$ cat src/rtl/core/macr_pkg.sv
`timescale 1ns / 1ps
// ----------------------------------------------------------------------------
// macr_pkg
// Shared types and constants for the moving average change reporter.
// ----------------------------------------------------------------------------
package macr_pkg;

    localparam int SAMPLE_W = 12;
    localparam int MEAN_W   = 12;
    localparam int DELTA_W  = 12;
    localparam int PERIOD_W = 16;
    localparam int CFG_IDX_W  = 1;
    localparam int CFG_DATA_W = 16;

    localparam logic [CFG_IDX_W-1:0] CFG_MIN_DELTA = 1'b0;
    localparam logic [CFG_IDX_W-1:0] CFG_PERIOD    = 1'b1;

    localparam logic [DELTA_W-1:0]  MIN_DELTA_RST = 12'd5;
    localparam logic [PERIOD_W-1:0] PERIOD_RST    = 16'd1000;
    localparam logic [PERIOD_W-1:0] MS_MAX        = 16'hFFFF;

    // Per-request control travelling alongside the data path
    typedef struct packed {
        logic tick;
        logic link;
        logic result;
    } t_item_ctl;

endpackage

$ cat src/rtl/core/moving_average_change_reporter.sv
`timescale 1ns / 1ps
// ----------------------------------------------------------------------------
// moving_average_change_reporter
// A sample's result passes the ring register, the mean stages and the result register before it is valid.
// Throughput: one request per cycle while the output is not stalled, set by the single ring read/write port.
// Reset: clears pointer, fill flag, sum, last value, tick counter and
// result valid; min_delta = 5, publish_period_ms = 1000. Ring not cleared.
// ----------------------------------------------------------------------------
module moving_average_change_reporter #(
    parameter int WINDOW      = 50,
    parameter int SAMPLE_BITS = 12
) (
    input  logic                            i_clk,
    input  logic                            i_rst_n,
    input  logic                            i_in_valid,
    output logic                            o_in_ready,
    input  logic                            i_command,
    input  logic [macr_pkg::SAMPLE_W-1:0]   i_sample_value,
    input  logic                            i_link_up,
    output logic                            o_out_valid,
    input  logic                            i_out_ready,
    output logic [macr_pkg::MEAN_W-1:0]     o_mean_value,
    output logic                            o_publish,
    input  logic                            i_cfg_valid,
    output logic                            o_cfg_ready,
    input  logic [macr_pkg::CFG_IDX_W-1:0]  i_cfg_index,
    input  logic [macr_pkg::CFG_DATA_W-1:0] i_cfg_data
);
    import macr_pkg::*;

    logic                   w_r_valid, w_r_ready;
    t_item_ctl              w_r_ctl;
    logic [SAMPLE_BITS-1:0] w_r_sample, w_r_old;
    logic                   w_m_valid, w_m_ready;
    t_item_ctl              w_m_ctl;
    logic [SAMPLE_BITS-1:0] w_m_mean;

    assign o_cfg_ready = 1'b1;

    macr_ring #(
        .WINDOW      (WINDOW),
        .SAMPLE_BITS (SAMPLE_BITS)
    ) u_ring (
        .i_clk          (i_clk),
        .i_rst_n        (i_rst_n),
        .i_in_valid     (i_in_valid),
        .o_in_ready     (o_in_ready),
        .i_command      (i_command),
        .i_sample_value (i_sample_value),
        .i_link_up      (i_link_up),
        .o_valid        (w_r_valid),
        .i_ready        (w_r_ready),
        .o_ctl          (w_r_ctl),
        .o_sample       (w_r_sample),
        .o_old          (w_r_old)
    );

    macr_mean #(
        .WINDOW      (WINDOW),
        .SAMPLE_BITS (SAMPLE_BITS)
    ) u_mean (
        .i_clk    (i_clk),
        .i_rst_n  (i_rst_n),
        .i_valid  (w_r_valid),
        .o_ready  (w_r_ready),
        .i_ctl    (w_r_ctl),
        .i_sample (w_r_sample),
        .i_old    (w_r_old),
        .o_valid  (w_m_valid),
        .i_ready  (w_m_ready),
        .o_ctl    (w_m_ctl),
        .o_mean   (w_m_mean)
    );

    macr_decide #(
        .SAMPLE_BITS (SAMPLE_BITS)
    ) u_decide (
        .i_clk        (i_clk),
        .i_rst_n      (i_rst_n),
        .i_valid      (w_m_valid),
        .o_ready      (w_m_ready),
        .i_ctl        (w_m_ctl),
        .i_mean       (w_m_mean),
        .i_cfg_valid  (i_cfg_valid),
        .i_cfg_index  (i_cfg_index),
        .i_cfg_data   (i_cfg_data),
        .o_out_valid  (o_out_valid),
        .i_out_ready  (i_out_ready),
        .o_mean_value (o_mean_value),
        .o_publish    (o_publish)
    );

endmodule

$ cat src/rtl/core/macr_ring.sv
`timescale 1ns / 1ps
// ----------------------------------------------------------------------------
// macr_ring
// Sample ring memory with write pointer and fill flag. Reads the replaced
// entry and writes the new sample in the same cycle (read-first).
// ----------------------------------------------------------------------------
module macr_ring #(
    parameter int WINDOW      = 50,
    parameter int SAMPLE_BITS = 12
) (
    input  logic                            i_clk,
    input  logic                            i_rst_n,
    input  logic                            i_in_valid,
    output logic                            o_in_ready,
    input  logic                            i_command,
    input  logic [macr_pkg::SAMPLE_W-1:0]   i_sample_value,
    input  logic                            i_link_up,
    output logic                            o_valid,
    input  logic                            i_ready,
    output macr_pkg::t_item_ctl             o_ctl,
    output logic [SAMPLE_BITS-1:0]          o_sample,
    output logic [SAMPLE_BITS-1:0]          o_old
);
    import macr_pkg::*;

    localparam int SLOT_W = (WINDOW > 1) ? $clog2(WINDOW) : 1;
    localparam logic [SLOT_W-1:0] LAST_SLOT = SLOT_W'(WINDOW - 1);

    logic [SAMPLE_BITS-1:0] r_ring [WINDOW];

    logic [SLOT_W-1:0]      r_slot;
    logic                   r_full;
    logic                   r_v1;
    t_item_ctl              r_ctl1;
    logic [SAMPLE_BITS-1:0] r_sample1;
    logic [SAMPLE_BITS-1:0] r_old1;
    logic                   r_full1;

    logic                   w_take;
    logic                   w_take_sample;
    logic                   w_wrap;
    logic [SAMPLE_BITS-1:0] w_sample;

    assign o_in_ready    = !r_v1 || i_ready;
    assign w_take        = i_in_valid && o_in_ready;
    assign w_take_sample = w_take && !i_command;
    assign w_wrap        = (r_slot == LAST_SLOT);
    assign w_sample      = SAMPLE_BITS'(i_sample_value);

    always_ff @(posedge i_clk) begin
        if (w_take_sample) begin
            r_old1         <= r_ring[r_slot];
            r_ring[r_slot] <= w_sample;
        end
    end

    always_ff @(posedge i_clk) begin
        if (!i_rst_n) begin
            r_slot <= '0;
            r_full <= 1'b0;
            r_v1   <= 1'b0;
        end else begin
            if (o_in_ready) begin
                r_v1 <= i_in_valid;
            end
            if (w_take_sample) begin
                r_slot <= w_wrap ? '0 : r_slot + 1'b1;
                if (w_wrap) begin
                    r_full <= 1'b1;
                end
            end
        end
    end

    always_ff @(posedge i_clk) begin
        if (w_take) begin
            r_ctl1.tick   <= i_command;
            r_ctl1.link   <= i_link_up;
            r_ctl1.result <= !i_command && (r_full || w_wrap);
            r_sample1     <= w_sample;
            r_full1       <= r_full;
        end
    end

    assign o_valid  = r_v1;
    assign o_ctl    = r_ctl1;
    assign o_sample = r_sample1;
    assign o_old    = r_full1 ? r_old1 : '0;

endmodule

$ cat src/rtl/core/macr_mean.sv
`timescale 1ns / 1ps
// ----------------------------------------------------------------------------
// macr_mean
// Running sum update and floor division by the window length: reciprocal
// multiply, then a single remainder correction.
// ----------------------------------------------------------------------------
module macr_mean #(
    parameter int WINDOW      = 50,
    parameter int SAMPLE_BITS = 12
) (
    input  logic                        i_clk,
    input  logic                        i_rst_n,
    input  logic                        i_valid,
    output logic                        o_ready,
    input  macr_pkg::t_item_ctl         i_ctl,
    input  logic [SAMPLE_BITS-1:0]      i_sample,
    input  logic [SAMPLE_BITS-1:0]      i_old,
    output logic                        o_valid,
    input  logic                        i_ready,
    output macr_pkg::t_item_ctl         o_ctl,
    output logic [SAMPLE_BITS-1:0]      o_mean
);
    import macr_pkg::*;

    localparam int SUM_W  = SAMPLE_BITS + $clog2(WINDOW);
    localparam int PROD_W = 2 * SUM_W + 1;
    localparam logic [SUM_W:0]   RECIP = (SUM_W + 1)'((64'd1 << SUM_W) / WINDOW);
    localparam logic [SUM_W-1:0] WIN_S = SUM_W'(WINDOW);

    logic                   r_v2, r_v3, r_v4;
    t_item_ctl              r_ctl2, r_ctl3, r_ctl4;
    logic [SUM_W-1:0]       r_sum;
    logic [SUM_W-1:0]       r_sum3;
    logic [PROD_W-1:0]      r_prod;
    logic [SAMPLE_BITS-1:0] r_mean;

    logic                   w_ld2, w_ld3, w_ld4;
    logic [PROD_W-1:0]      w_prod;
    logic [SAMPLE_BITS-1:0] w_q0;
    logic [SUM_W-1:0]       w_rem;

    assign w_ld4   = !r_v4 || i_ready;
    assign w_ld3   = !r_v3 || w_ld4;
    assign w_ld2   = !r_v2 || w_ld3;
    assign o_ready = w_ld2;

    assign w_prod = PROD_W'(r_sum) * PROD_W'(RECIP);
    assign w_q0   = r_prod[SUM_W +: SAMPLE_BITS];
    assign w_rem  = r_sum3 - SUM_W'(w_q0) * WIN_S;

    always_ff @(posedge i_clk) begin
        if (!i_rst_n) begin
            r_v2  <= 1'b0;
            r_v3  <= 1'b0;
            r_v4  <= 1'b0;
            r_sum <= '0;
        end else begin
            if (w_ld2) begin
                r_v2 <= i_valid;
                if (i_valid && !i_ctl.tick) begin
                    r_sum <= r_sum - SUM_W'(i_old) + SUM_W'(i_sample);
                end
            end
            if (w_ld3) begin
                r_v3 <= r_v2;
            end
            if (w_ld4) begin
                r_v4 <= r_v3;
            end
        end
    end

    always_ff @(posedge i_clk) begin
        if (w_ld2) begin
            r_ctl2 <= i_ctl;
        end
        if (w_ld3) begin
            r_ctl3 <= r_ctl2;
            r_prod <= w_prod;
            r_sum3 <= r_sum;
        end
        if (w_ld4) begin
            r_ctl4 <= r_ctl3;
            r_mean <= (w_rem >= WIN_S) ? w_q0 + 1'b1 : w_q0;
        end
    end

    assign o_valid = r_v4;
    assign o_ctl   = r_ctl4;
    assign o_mean  = r_mean;

endmodule

$ cat src/rtl/core/macr_decide.sv
`timescale 1ns / 1ps
// ----------------------------------------------------------------------------
// macr_decide
// Deadband and period check, tick counter, last published value,
// configuration registers and the result register.
// ----------------------------------------------------------------------------
module macr_decide #(
    parameter int SAMPLE_BITS = 12
) (
    input  logic                            i_clk,
    input  logic                            i_rst_n,
    input  logic                            i_valid,
    output logic                            o_ready,
    input  macr_pkg::t_item_ctl             i_ctl,
    input  logic [SAMPLE_BITS-1:0]          i_mean,
    input  logic                            i_cfg_valid,
    input  logic [macr_pkg::CFG_IDX_W-1:0]  i_cfg_index,
    input  logic [macr_pkg::CFG_DATA_W-1:0] i_cfg_data,
    output logic                            o_out_valid,
    input  logic                            i_out_ready,
    output logic [macr_pkg::MEAN_W-1:0]     o_mean_value,
    output logic                            o_publish
);
    import macr_pkg::*;

    localparam int CMP_W = (SAMPLE_BITS > DELTA_W) ? SAMPLE_BITS : DELTA_W;

    logic [DELTA_W-1:0]     r_min_delta;
    logic [PERIOD_W-1:0]    r_period;
    logic [PERIOD_W-1:0]    r_ms;
    logic [SAMPLE_BITS-1:0] r_last;
    logic                   r_out_valid;
    logic [MEAN_W-1:0]      r_mean_out;
    logic                   r_pub;

    logic                   w_take;
    logic [SAMPLE_BITS-1:0] w_diff;
    logic                   w_pub;

    assign o_ready = !i_ctl.result || !r_out_valid || i_out_ready;
    assign w_take  = i_valid && o_ready;
    assign w_diff  = (i_mean >= r_last) ? i_mean - r_last : r_last - i_mean;
    assign w_pub   = (CMP_W'(w_diff) > CMP_W'(r_min_delta)) && (r_ms >= r_period)
                     && i_ctl.link;

    always_ff @(posedge i_clk) begin
        if (!i_rst_n) begin
            r_min_delta <= MIN_DELTA_RST;
            r_period    <= PERIOD_RST;
            r_ms        <= '0;
            r_last      <= '0;
            r_out_valid <= 1'b0;
        end else begin
            if (i_cfg_valid) begin
                unique case (i_cfg_index)
                    CFG_MIN_DELTA: r_min_delta <= i_cfg_data[DELTA_W-1:0];
                    CFG_PERIOD:    r_period    <= i_cfg_data[PERIOD_W-1:0];
                    default: ;
                endcase
            end
            if (w_take && i_ctl.result) begin
                r_out_valid <= 1'b1;
            end else if (i_out_ready) begin
                r_out_valid <= 1'b0;
            end
            if (w_take) begin
                if (i_ctl.tick) begin
                    if (r_ms != MS_MAX) begin
                        r_ms <= r_ms + 1'b1;
                    end
                end else if (i_ctl.result && w_pub) begin
                    r_last <= i_mean;
                    r_ms   <= '0;
                end
            end
        end
    end

    always_ff @(posedge i_clk) begin
        if (w_take && i_ctl.result) begin
            r_mean_out <= MEAN_W'(i_mean);
            r_pub      <= w_pub;
        end
    end

    assign o_out_valid  = r_out_valid;
    assign o_mean_value = r_mean_out;
    assign o_publish    = r_pub;

endmodule
$ cat config.mk
export PLATFORM = sky130hd
export DESIGN_NAME = moving_average_change_reporter
export DESIGN_NICKNAME = d
export VERILOG_FILES = /design/src/rtl/core/macr_pkg.sv /design/src/rtl/core/moving_average_change_reporter.sv /design/src/rtl/core/macr_ring.sv /design/src/rtl/core/macr_mean.sv /design/src/rtl/core/macr_decide.sv
export SDC_FILE = /design/constraint.sdc
export NUM_CORES = 1
export LEC_CHECK = 0
export ABC_AREA = 1
export BUFFER_PORTS_ARGS = -buffer_cell sky130_fd_sc_hd__buf_2
export CELL_PAD_IN_SITES_DETAIL_PLACEMENT = 1
export CELL_PAD_IN_SITES_GLOBAL_PLACEMENT = 1
export CORE_UTILIZATION = 34
export DETAILED_ROUTE_END_ITERATION = 12
export PLACE_DENSITY = 0.7
export SYNTH_ARGS = -nofsm -noshare
export SYNTH_HDL_FRONTEND = slang
export SYNTH_HIERARCHICAL = 1
export SYNTH_SLANG_ARGS = --single-unit
$ cat constraint.sdc
create_clock -name i_clk -period 5.8 [get_ports i_clk]
set_clock_uncertainty 0.15 [all_clocks]
set_input_delay 0.29 -clock i_clk [delete_from_list [all_inputs] [get_ports i_clk]]
set_output_delay 0.29 -clock i_clk [all_outputs]
set_load 0.01 [all_outputs]
; Word level (Yosys, flattened, before mapping)
; Memories as Yosys holds them, arrays and structs flattened. A register that Yosys moved wholly into a read port is not among the register bits.
; Index checks and enable logic that the tools add are counted.
[op_classes]
n_addsub = 8
multipliers = 2
magnitude_cmp = 4
n_eq_ne = 3
mux = 11
bitwise = 2
reduce_logical = 32
[op_table]
columns = cell, n
row1 = 16-bit two-way mux, 3
row2 = 12-bit two-way mux, 3
row3 = "18-bit by 12-bit multiplier with 29-bit output, second input constant", 1
row4 = 12-bit subtractor, 2
row5 = 18-bit by 12-bit adder with 18-bit output, 1
row6 = "18-bit by 6-bit >= comparator with 1-bit output, second input constant", 1
row7 = 18-bit by 12-bit subtractor with 18-bit output, 1
row8 = 18-bit subtractor, 1
row9 = "12-bit by 5-bit multiplier with 17-bit output, second input constant", 1
row10 = "16-bit by 1-bit adder with 16-bit output, second input constant", 1
row11 = 16-bit >= comparator, 1
row12 = "16-bit inequality test, second input constant", 1
row13 = "12-bit by 1-bit adder with 12-bit output, second input constant", 1
row14 = 12-bit >= comparator, 1
row15 = 12-bit greater-than comparator, 1
row16 = 1-bit logical AND, 9
row17 = 1-bit logical NOT, 8
row18 = 2-bit AND reduction, 4
row19 = 1-bit logical OR, 7
row20 = "6-bit by 1-bit adder with 6-bit output, second input constant", 1
row21 = "6-bit equality test, second input constant", 1
row22 = 6-bit two-way mux, 1
row23 = 3-bit AND reduction, 2
row24 = 1-bit two-way mux, 4
row25 = 3 further kinds, 5
[totals]
ff_bits = 183
ramBits = 600
inputBits = 36
out_inout_bits = 16
wordCells = 94
memories = 1
[memory_table]
columns = name, words, word_bits, read_ports, rd_clocked_by_memory_dff, write_ports, line
row1 = u_ring.r_ring, 50, 12, 1, 1, 1, macr_ring.sv:29  ; logic [SAMPLE_BITS-1:0] r_ring [WINDOW];

; Logic depth before layout (Yosys ltp)
[logic_depth]
depth_word = 11
ltp_mapped = 29
ltp_nobuf = 28

; By module
; Netlist, hierarchy kept.
[by_module_without_submodules]
columns = mod, n_inst, cells_each, area_per_inst_um2, seq_area_each_um2
row1 = macr_ring, 1, 2590, 26748.2, 19018.2
row2 = macr_mean, 1, 1212, 9973.3, 1921.8
row3 = macr_decide, 1, 696, 4939.7, 1531.5
row4 = moving_average_change_reporter, 1, 2, 11.3, 0.0

; Worst setup path after synthesis
; Ideal clock, no wire load.
[synth_timing]
path_type = register -> register
startpoint = register u_mean.r_prod[21]
endpoint = register u_mean.r_mean[10], in the netlist u_mean/o_mean[10], data pin
setup_time_ps = 253
arrival_time_ps = 4470
t_required_ps = 5397
setup_slack_ps = 927
stages_incl_launch_ff = 25
n_path_buf = 0
synth_period_minus_slack_ps = 4873
path_cell_list = edfxtp_1 -> ha_1 -> ha_1 -> fa_1 -> ha_1 -> inv_1 -> o31ai_1 -> a21oi_1 -> o21ai_0 -> a21oi_1 -> o21bai_1 -> xor2_1 -> ha_1 -> nand2_1 -> inv_1 -> a21oi_1 -> nand2_1 -> a21oi_1 -> nand3_1 -> nand2_1 -> nand3_1 -> nor2_2 -> o211ai_2 -> nand2_1 -> nand2_1
[synth_between]
elab_chain_cells = 4
word_cells_on_any_way = 5
cone_classes = add/sub: 2 / mul: 1 / order compare: 1 / mux: 1
[synth_lines]
columns = element, line
row1 = from (decl), macr_mean.sv:34  ; logic [PROD_W-1:0] r_prod;
row2 = from (signal assigned), macr_mean.sv:79  ; r_prod <= w_prod;
row3 = 12-bit by 5-bit multiplier with 17-bit output, macr_mean.sv:49  ; assign w_rem = r_sum3 - SUM_W'(w_q0) * WIN_S;
row4 = 18-bit subtractor, macr_mean.sv:49
row5 = 18-bit by 6-bit >= comparator with 1-bit output, macr_mean.sv:84  ; r_mean <= (w_rem >= WIN_S) ? w_q0 + 1'b1 : w_q0;
row6 = 12-bit two-way mux *, macr_mean.sv:84
row7 = to (signal assigned), macr_mean.sv:84
row8 = to (decl), macr_mean.sv:35  ; logic [SAMPLE_BITS-1:0] r_mean;
; Mark *: on every way between the ends. The rest lies on a longest branch, timed or not.
; A chain may end at the register's enable or synchronous reset.

; Worst setup path after layout
[layout_timing]
startpoint = register u_mean.r_prod[20]
endpoint = register u_mean.r_mean[6], in the netlist u_mean/o_mean[6], data pin
; Same word-level chain as after synthesis.

==> run summary <==
### Status
• completed — outcome

### STA
• 0 — pins over their slew limit
• 1.194 ns — transition at the pin with the smallest max-transition slack
• 0 — number of failing setup endpoints in the final timing report
• 20.39% — tightest slew margin relative to the limit
• 0 — number of hold violations in the final report
• 0.4417 ns — final worst slack
• 92.39% — Final period util
• 5.358 ns — crit path time final
• 186.6 MHz — upper clock frequency limit

### Route
• 0 — DRC viols
• 18.47 um — drt wl/cell
• 4.824 — Vias/cell
• 116.0 mm — routed wire length
• 30295 — total number of vias
• 1852 — initial drt markers
• 5 — detailed-routing iteration count for the pre-antenna-repair pass
• 0 — number of nets with antenna violations after routing

### Global routing
• 182.5 mm — global-route wire length before repair
• 0 — leftover overflow at the end of global routing
• 0 — antenna violations before repair
• 18.62% — total routing usage reported by global routing
• 170 — pin count of the biggest net entering global routing
• 32307 — via count of the first global-routing pass

### Placement
• 6093 — placed cells
• 75.56 mm — detailed placer's ending HPWL
• 50 — IO buf count
• 0.8900 — routability congestion estimate from global placement
• 0.3064 ns — Post-Place Worst Slack

### Final layout
• 4947 — post-layout net count
• 0 — number of antenna repair diodes
• 11.92% — layout overhead on the synthesized area
• 6.810% — proportion of layout cells with a drive suffix above 1
• 6280 — Finished Layout Cells

### Critical path
• 9 — maximum fanout along the worst path
• u_mean/o_mean[6]$_DFFE_PP_ — end point of the critical path
• u_mean/o_mean[6]$_DFFE_PP_ — destination of the worst register-to-register timing path
• register to register — critical path class
• 0.44 ns — worst-case register-to-register setup slack
• register — Setup crit start kind
• u_mean/r_prod[20]$_DFFE_PP_ — worst r2r src
• u_mean/r_prod[20]$_DFFE_PP_ — beginning of the critical path
• 6.05 ns — data required time of the critical path
• 5.60 ns — Worst Path Arrival
• 24 — worst reg-to-reg path cell count
• register — nature of the critical path endpoint

### Floorplanning
• 34.24% — Initial Util
• 0.1240 mm^2 — area of the die
• 352.1 um — die height
• 128 — Core Rows
• 52 — number of top-level design ports
• 0.1217 mm^2 — Core Region
• 352.1 um — die boundary width

### Clock network
• 0.68 ns — clock latency reported for the late side of the worst-skew pair
• yes — TritonCTS clock tree
• 3 — level count of the clock H-tree
• 0.06 ns — Clk pin slew, worst setup/hold paths
• 777 — Num Clock Sinks
• 3 — maximum clock insertion buffer count
• sky130_fd_sc_hd__clkbuf_16 — root buffer cell
• 85 — CTS Buf Count

### Synth
• 0% — Post-synth ARST share
• 691 — EDFF count, synth
• 53.92% — sequential area share after synthesis
• sky130_fd_sc_hd__nand2_1 — most frequent cell after synthesis
• sky130_fd_sc_hd__edfxtp_1 — cell type with the largest total area after synthesis
• 0.04167 mm^2 — mapped cell area
• sky130_fd_sc_hd__edfxtp_1 — predominant post-synthesis flop cell
• 777 — synthesis-stage register bit count
• sky130_fd_sc_hd__edfxtp_1, sky130_fd_sc_hd__nand2_1, sky130_fd_sc_hd__ha_1 — Synth area leaders
• 6 — YS warnings
• 4500 — Cells after Synth
• 4859 — Synth Net Count
• 9.261 um^2 — average cell area after synthesis
• sky130_fd_sc_hd__nand2_1, sky130_fd_sc_hd__edfxtp_1, sky130_fd_sc_hd__inv_1 — Synth top cells by count
• 49.79% — area share of the largest cell type after synthesis
• 60 — count of cell types in the netlist

### Power and ir drop
• 20.97 nW — leakage
• 0.3398 mV — worst ir drop on vdd
• 0.006069 W — net switching power
• 30.4% — clock network fraction of total power
• 32.0% — relative contribution of combinational cells to total power
• 365.2 mW/mm^2 — Pwr Density
• 0.01703 W — sum of internal, switching and leakage power
• 35.63% — switching share of power
• 37.6% — part of the total power dissipated in sequential elements
• 0.01096 W — internal power

### Min path
• input pin to register — classification of the worst-slack hold path

### Job
• 0 — max-capacitance violation count

## worst min-delay path by stage
stage	startpoint	endpoint	slack, ns	cells past startpoint
detailed placement	u_ring/o_ctl[1]$_DFFE_PP_	u_mean/r_ctl2[1]$_DFFE_PP_	0.26	0
finish	i_sample_value[7]	u_ring/r_ring[47][7]$_DFFE_PP_	0.12	2
floorplan	i_link_up	u_ring/o_ctl[1]$_DFFE_PP_	0.24	0
global placement	u_ring/o_ctl[1]$_DFFE_PP_	u_mean/r_ctl2[1]$_DFFE_PP_	0.25	0
global route	i_sample_value[7]	u_ring/r_ring[40][7]$_DFFE_PP_	0.12	2
CTS	i_cfg_valid	u_decide/r_period[10]$_SDFFE_PN0P_	0.08	3
## critical path, stage by stage, from the launching register on
cell and delay, ns:
sky130_fd_sc_hd__edfxtp_1 0.46, sky130_fd_sc_hd__ha_1 0.33, sky130_fd_sc_hd__ha_1 0.34, sky130_fd_sc_hd__fa_1 0.50
sky130_fd_sc_hd__ha_1 0.38, sky130_fd_sc_hd__inv_1 0.07, sky130_fd_sc_hd__o31ai_2 0.28, sky130_fd_sc_hd__a21oi_1 0.15
sky130_fd_sc_hd__o21ai_1 0.21, sky130_fd_sc_hd__a21oi_1 0.09, sky130_fd_sc_hd__o21bai_1 0.16, sky130_fd_sc_hd__xor2_1 0.18
sky130_fd_sc_hd__ha_1 0.30, sky130_fd_sc_hd__nand2_1 0.14, sky130_fd_sc_hd__inv_1 0.05, sky130_fd_sc_hd__a21oi_1 0.14
sky130_fd_sc_hd__nand2_1 0.07, sky130_fd_sc_hd__a21oi_1 0.19, sky130_fd_sc_hd__nand3_1 0.13, sky130_fd_sc_hd__nand2_1 0.09
sky130_fd_sc_hd__nand3_1 0.17, sky130_fd_sc_hd__nor2_4 0.21, sky130_fd_sc_hd__nand3_4 0.15, sky130_fd_sc_hd__nand3_1 0.11
sky130_fd_sc_hd__nand2_1 0.06
## routing by layer
metal | part of all wire [%] | wire (um) | vias to the layer above | track usage (%)
li1 | - | - | 14667 | -
met1 | 44 | 51200 | 15003 | 23.66
met2 | 50 | 57910 | 461 | 32.89
met3 | 3.2 | 3685 | 164 | 2.272
met4 | 2.8 | 3200 | 0 | 5.678
met5 | 0 | 0 | - | 0
## power groups by stage
stage                     Combinational, W  Clock (W)  Sequential (W)
final                              0.00545    0.00518         0.00640
after global routing               0.00623    0.00550         0.00641
after CTS                          0.00545    0.00531         0.00640
after detailed placement           0.00539          0         0.00652
after global placement             0.00523          0         0.00651
after floorplan                    0.00394          0         0.00644
## metrics by stage
stage	setup TNS [ns]	instance area, um^2	hold WS (ns)	utilization, %
finish	0	46640	0.1199	38.32
global route	-0.01171	46640	0.1150	38.32
CTS	0	46600	0.08410	38.29
detailed placement	0	43680	0.2571	35.88
global placement	0	43680	0.2514	35.88
floorplan	0	41670	0.2389	-
## state kept, by name, indices dropped and copies added, names as in the netlist, 3 cells and up
name                   flops
u_mean/r_ctl3              3
u_ring/o_ctl               3
u_ring/o_sample           12
u_ring/r_ring            600
u_decide/o_mean_value     12
u_mean/r_prod             12
u_mean/r_ctl2              3
u_decide/r_period         16
u_mean/r_sum3             17
u_ring/r_slot              6
u_decide/r_min_delta      12
u_mean/o_ctl               3
u_ring/r_old1             12
u_mean/r_sum              18
u_decide/r_last           12
u_mean/o_mean             12
u_decide/r_ms             16
## layout by cell type (no fill, tap or decap), drive strengths merged, types with 86 or more instances in the layout
master,netlist,layout
buf,124,126
nand2,1984,1984
clkbuf,32,106
a21oi,175,175
nand3,116,116
dfxtp,86,86
o21ai,95,95
fa,92,92
ha,231,231
edfxtp,691,691
inv,461,468
nor2,228,228
## repair_timing
action,CTS,global route
hold buffers,31,0
setup endpoints to repair,0,9
endpoints found under the hold margin,44,0
gates resized for setup,0,5
buffers inserted,0,2
## final cells by class
type / count / area (um^2)
Fill cell: 14140 / 75080
Multi-Input combinational cell: 3106 / 16620
Clock buffer: 106 / 2247
Tap cell: 1625 / 2033
Sequential cell: 777 / 22480
Clock inverter: 48 / 365.4
Timing Repair Buffer: 157 / 1156
Inverter: 461 / 1740
## kinds of logic after synthesis
group | Yosys count | share of synthesized area (%)
xor+xnor | 73 | 1.552
flops | 777 | 53.92
simple gates | 2389 | 22.63
fa+ha+maj | 323 | 11.36
compound gates | 320 | 4.240
other cells | 1 | 0.008999
buf+inv | 617 | 6.293
No activity file was read; power rests on OpenSTA's default activity.
